--- config.mk ---
export PLATFORM = sky130hd
export DESIGN_NAME = tupm_div
export DESIGN_NICKNAME = d
export VERILOG_FILES = /design/src/trapezoid_union_pixel_mask_core_assert.svh /design/src/tupm_pkg.sv /design/src/tupm_div.sv
export SDC_FILE = /design/constraint.sdc
export NUM_CORES = 1
export LEC_CHECK = 0
export ABC_AREA = 1
export BUFFER_PORTS_ARGS = -buffer_cell sky130_fd_sc_hd__buf_2
export CORE_MARGIN = 2
export CORE_UTILIZATION = 55
export DETAILED_ROUTE_END_ITERATION = 8
export MAX_ROUTING_LAYER = met4
export PLACE_DENSITY = 0.77
export SYNTH_ARGS = -nofsm -noshare
export SYNTH_HDL_FRONTEND = slang
export SYNTH_SLANG_ARGS = --single-unit
export TNS_END_PERCENT = 30
--- constraint.sdc ---
create_clock -name clk -period 5.58 [get_ports clk]
set_input_delay 1.116 -clock clk [delete_from_list [all_inputs] [get_ports clk]]
set_output_delay 1.116 -clock clk [all_outputs]
set_load 0.02 [all_outputs]
--- src/trapezoid_union_pixel_mask_core_assert.svh ---
// ----------------------------------------------------------------------------
// Assertion macros for trapezoid_union_pixel_mask_core
// Clocked assertion wrappers, compiled out for synthesis.
// ----------------------------------------------------------------------------
`ifndef TRAPEZOID_UNION_PIXEL_MASK_CORE_ASSERT_SVH
`define TRAPEZOID_UNION_PIXEL_MASK_CORE_ASSERT_SVH
`ifndef SYNTHESIS
// check an implication on every clock edge outside reset
`define TUPM_ASSERT(lbl, clk, rst_n, prop, msg) \
	lbl: assert property (@(posedge clk) disable iff (!rst_n) prop) else $error(msg);
// check that a condition never holds outside reset
`define TUPM_NEVER(lbl, clk, rst_n, cond, msg) \
	lbl: assert property (@(posedge clk) disable iff (!rst_n) !(cond)) else $error(msg);
`else
`define TUPM_ASSERT(lbl, clk, rst_n, prop, msg)
`define TUPM_NEVER(lbl, clk, rst_n, cond, msg)
`endif
`endif

--- src/tupm_pkg.sv ---
// ----------------------------------------------------------------------------
// tupm_pkg
// Shared types, constants and helpers of the trapezoid pixel mask core.
// ----------------------------------------------------------------------------
package tupm_pkg;

	localparam int COORD_W   = 17;
	localparam int SIZE_W    = 13;
	localparam int PXL_W     = 29;
	localparam int SLOPE_W   = 32;
	localparam int DIV_NUM_W = 45;
	localparam int DIV_DEN_W = 29;
	localparam int DYH_W     = 30;

	localparam logic [COORD_W-1:0] ONE_Q16  = 17'h10000;
	localparam logic [SIZE_W-1:0]  SIZE_MAX = 13'd4096;

	// configuration register indexes
	localparam logic [1:0] CFG_SHAPE_WIDTH  = 2'd0;
	localparam logic [1:0] CFG_SHAPE_HEIGHT = 2'd1;
	localparam logic [1:0] CFG_SCAN_WIDTH   = 2'd2;
	localparam logic [1:0] CFG_QUAD_COUNT   = 2'd3;

	// input operations
	localparam logic OP_LOAD = 1'b0;
	localparam logic OP_TEST = 1'b1;

	typedef enum logic [3:0] {
		ST_IDLE,
		ST_LMUL,
		ST_DTS,
		ST_DTW,
		ST_DBS,
		ST_DBW,
		ST_LWR,
		ST_TGO,
		ST_TRUN,
		ST_DONE
	} tupm_state_t;

	// test word moving along the cell chain
	typedef struct packed {
		logic vld;
		logic hit;
	} tupm_tok_t;

	// slot write broadcast to the cells
	typedef struct packed {
		logic                      we;
		logic [3:0]                slot;
		logic [PXL_W-1:0]          left;
		logic [PXL_W-1:0]          right;
		logic [PXL_W-1:0]          tstart;
		logic [PXL_W-1:0]          bstart;
		logic signed [SLOPE_W-1:0] tslope;
		logic signed [SLOPE_W-1:0] bslope;
		logic                      empty;
	} tupm_wr_t;

	function automatic logic [COORD_W-1:0] sat_coord(input logic [COORD_W-1:0] v);
		return (v > ONE_Q16) ? ONE_Q16 : v;
	endfunction

	function automatic logic [SIZE_W-1:0] sat_size(input logic [SIZE_W-1:0] v);
		return (v > SIZE_MAX) ? SIZE_MAX : v;
	endfunction

endpackage

--- src/tupm_div.sv ---
// ----------------------------------------------------------------------------
// tupm_div
// Restoring divider, one quotient bit per cycle, with signed saturation.
// ----------------------------------------------------------------------------
module tupm_div import tupm_pkg::*; (
	input  logic                      clk,
	input  logic                      arst_n,
	input  logic                      start,
	input  logic [DIV_NUM_W-1:0]      num,
	input  logic                      neg,
	input  logic [DIV_DEN_W-1:0]      den,
	output logic                      done,
	output logic signed [SLOPE_W-1:0] quot
);

	localparam int CNT_W = $clog2(DIV_NUM_W);

	logic                 busy_q;
	logic                 done_q;
	logic [CNT_W-1:0]     cnt_q;
	logic [DIV_DEN_W:0]   rem_q;
	logic [DIV_NUM_W-1:0] quo_q;
	logic [DIV_DEN_W-1:0] den_q;
	logic                 neg_q;
	logic [DIV_DEN_W:0]   sh;
	logic                 take;

	// shift in the next numerator bit and trial subtract
	assign sh   = {rem_q[DIV_DEN_W-1:0], quo_q[DIV_NUM_W-1]};
	assign take = sh >= {1'b0, den_q};

	// control
	always_ff @(posedge clk or negedge arst_n) begin
		if (!arst_n) begin
			busy_q <= 1'b0;
			done_q <= 1'b0;
			cnt_q  <= '0;
		end else begin
			done_q <= 1'b0;
			if (start) begin
				busy_q <= 1'b1;
				cnt_q  <= CNT_W'(DIV_NUM_W - 1);
			end else if (busy_q) begin
				cnt_q <= cnt_q - 1'b1;
				if (cnt_q == '0) begin
					busy_q <= 1'b0;
					done_q <= 1'b1;
				end
			end
		end
	end

	// datapath
	always_ff @(posedge clk) begin
		if (start) begin
			rem_q <= '0;
			quo_q <= num;
			den_q <= den;
			neg_q <= neg;
		end else if (busy_q) begin
			rem_q <= take ? (sh - {1'b0, den_q}) : sh;
			quo_q <= {quo_q[DIV_NUM_W-2:0], take};
		end
	end

	// saturate to the signed 32-bit range
	always_comb begin
		if (!neg_q) begin
			if (quo_q > DIV_NUM_W'(32'h7FFF_FFFF)) quot = 32'sh7FFF_FFFF;
			else                                    quot = $signed(quo_q[SLOPE_W-1:0]);
		end else begin
			if (quo_q > DIV_NUM_W'(33'h1_0000_0000 >> 1)) quot = 32'sh8000_0000;
			else                                           quot = $signed(-quo_q[SLOPE_W-1:0]);
		end
	end

	assign done = done_q;

endmodule

==> summary.txt <==
DR vias/cell - 5.34
CP arrival - 2.79 ns
largest net degree at the start of global routing - 69
CTS tree - built
setup slack after layout - 1.67 ns
DR iter-0 viols - 817
CTS Sinks - 112
antenna violations before repair - 0
# diodes - 0
Mapped Cells - 1214
fin crit share - 0.700
Max FO, Critical Path - 14
FMAX - 0.256 GHz
CP required - 4.46 ns
hold_buf cts - 0
final hold slack - 0.476 ns
dpl ws - 2.09 ns
vias post-DR - 8022
setup bufs post-CTS - 0
Final Skew - 0.00914 ns
Post-Layout Cell Count - 1502
vias in the first global route - 7465
Synth Warn # - 0
DRT antenna net count - 0
Slew Viols, Final - 0
# rows - 44
Max Cap Violations - 0
GRT Overall Usage - 0.299
routed len/inst - 15.2 um
H-tree lvl count - 3
Remaining DRCs - 0
clock insertion delay at the later pin of the skew report - 0.36 ns
total nets after synthesis - 1326
setup_tns - 0 ns
CTS Buffer Depth - 2
cts repair resizes - 0
Synth cell types - 43
reg2reg setup slack - 2.68 ns
Peak VDD IR - 226 uV
Placed Cells incl. Taps - 1486
status - finished, final reports clean
Initial Util - 0.567
hold crit path type - reg2reg
Die Width - 127 um
Avg Cell Area, Syn - 6.81 um2
post-DP HPWL - 17.5 mm
crit path launch type - flop
Synth top area share - 0.272
I/O pins - 111
drt total wl - 22.8 mm
share of layout cells above drive strength 1 - 0.124
setup violators final - 0
Yosys reg bits - 112
top cells by area, synth - edfxtp_1 27%, nand2_1 18%, inv_1 9.1%, dfxtp_1 7.0%, nand3_1 6.5%
Num CTS Buffers - 9
area leader, netlist - edfxtp_1
worst setup path start - quo_q[1]
CORE AREA - 14600 um2
die area - 16000 um2
Slew HR - 0.392
Slew @ Worst Pin - 0.911 ns
min-delay src - rem_q[18]
number of flops mapped to enable cells by yosys - 75
ys flop type - edfxtp_1
final hold vios - 0
PD cells - 349 nW/um2
RSZ-0062 raised after global routing - no
fin area - 9220 um2
Async SR Flop Fraction - 0.0714
total grt overflow - 0
min cycle time layout - 3.91 ns
gp weighted congestion - 0.984
Layout Nets - 1425
Buffers on Ports - 110
Root Driver - clkbuf_16
post-synthesis sequential area ratio - 0.367
kind of end point of the critical path - output port
synthesized cell area - 8270 um2
chip height - 127 um
Reg clk slew, reported paths - 0.08 ns
CP Class - reg2out
Area Overhead vs Synth - 11.5%
first-pass GRT wire length - 37.2 mm
reg2reg start - quo_q[44]
router iterations before antenna repair - 6
Placed Area - 8930 um2
Lkg Pwr - 0.00466 uW
==> final timing paths <==
kind / to / cells past startpoint
hold reg to reg: rem_q[18] / 2
max in group asynchronous: cnt_q[4] / 1
min in group asynchronous: busy_q / 1
setup reg to reg: rem_q[13] / 16
setup / recovery: quot[23] / 15
hold / removal: rem_q[18] / 2
==> cells in the mapped netlist, types with 2 or more instances <==
| cell type | number |
|---|---|
| inv_1 | 200 |
| clkbuf_1 | 13 |
| edfxtp_1 | 75 |
| nand3b_1 | 6 |
| buf_6 | 5 |
| nand2_1 | 394 |
| nor3_2 | 2 |
| or2_1 | 2 |
| a21oi_1 | 19 |
| nand4_1 | 30 |
| dfxtp_1 | 29 |
| nand3_1 | 107 |
| nand2_2 | 8 |
| nor2_1 | 95 |
| buf_2 | 3 |
| o21bai_1 | 2 |
| a31oi_1 | 3 |
| ha_1 | 33 |
| o211ai_1 | 2 |
| nor2_4 | 3 |
| buf_4 | 4 |
| inv_2 | 5 |
| and3_1 | 2 |
| o21ai_1 | 22 |
| nor2_2 | 10 |
| and2_1 | 4 |
| dfrtp_1 | 8 |
| nor3_1 | 20 |
| nor4_1 | 2 |
| xnor2_1 | 12 |
| xor2_1 | 25 |
| buf_1 | 2 |
| o21ai_0 | 57 |
==> area by class of cell <==
| class | count | area [um2] |
|---|---|---|
| flip-flops and latches | 112 | 3030 |
| well taps | 184 | 230 |
| multi-input cells | 869 | 4300 |
| clock inverters | 7 | 65.1 |
| repair buffers | 115 | 591 |
| fillers | 1404 | 5370 |
| inverters | 206 | 773 |
| clock buffers | 9 | 225 |
==> flip-flops by register name, indices dropped and copies added, names as in the netlist <==
signal / count
quo_q: 45
neg_q: 1
rem_q: 29
cnt_q: 6
done: 1
busy_q: 1
den_q: 29
==> metal layers <==
metal  global-route usage  wire (um)  vias to the layer above
li1                     -          -                     4070
met5                    -          0                        -
met3               0.0502       1540                       33
met1                0.430      11100                     3615
met4               0.0679        356                        0
met2                0.443       9800                      304
==> where the power goes <==
part           internal [uW]  switching (uW)
Combinational            499             959
Sequential              1020            94.8
Clock                    314             333
==> per-stage QoR <==
stage	total power, uW	utilization
detailed placement	2560	0.612
finish	3220	0.632
global route	3460	0.632
global placement	2540	0.612
floorplan	2230	-
CTS	3210	0.632
==> worst max-delay path, cell delays in order (launching register included) <==
cell	delay, ns
edfxtp_1	0.46
inv_1	0.15
ha_1	0.16
inv_1	0.05
nor3_2	0.15
inv_2	0.07
nor2_4	0.16
nand2_2	0.08
nor2_1	0.11
nand2_1	0.07
nand2_2	0.17
nand2_2	0.20
inv_2	0.25
nand2_1	0.09
nand3_1	0.07
buf_2	0.19
==> cell families after synthesis <==
kind of cell | after synthesis | synth area share
simple gates | 690 | 0.361
buf+inv | 233 | 0.113
flops | 112 | 0.367
compound gates | 108 | 0.0680
xor+xnor | 37 | 0.0392
fa+ha+maj | 34 | 0.0524
==> placed cells by master, fill, tap and decap left out, types with 2 or more instances in the layout <==
master     netlist  final
buf_4            4      6
inv_2            5      6
nand2_2          8      8
and2_1           4      4
a21oi_1         19     19
nand3b_1         6      6
o21ai_1         22     22
nor3_2           2      2
o211ai_1         2      2
edfxtp_1        75     75
o21bai_1         2      2
dfxtp_1         29     29
nor4_1           2      2
ha_1            33     33
inv_1          200    199
nor2_4           3      3
nand4_1         30     30
and3_1           2      2
clkinv_1         1      2
clkbuf_16        0      9
nor2_1          95     95
nand2_1        394    394
inv_6            0      3
dfrtp_1          8      8
nor3_1          20     20
xnor2_1         12     12
xor2_1          25     25
o21ai_0         57     57
buf_2            3    109
or2_1            2      2
nor2_2          10     10
a31oi_1          3      3
nand3_1        107    107
Power figures use the tool's default switching activity.
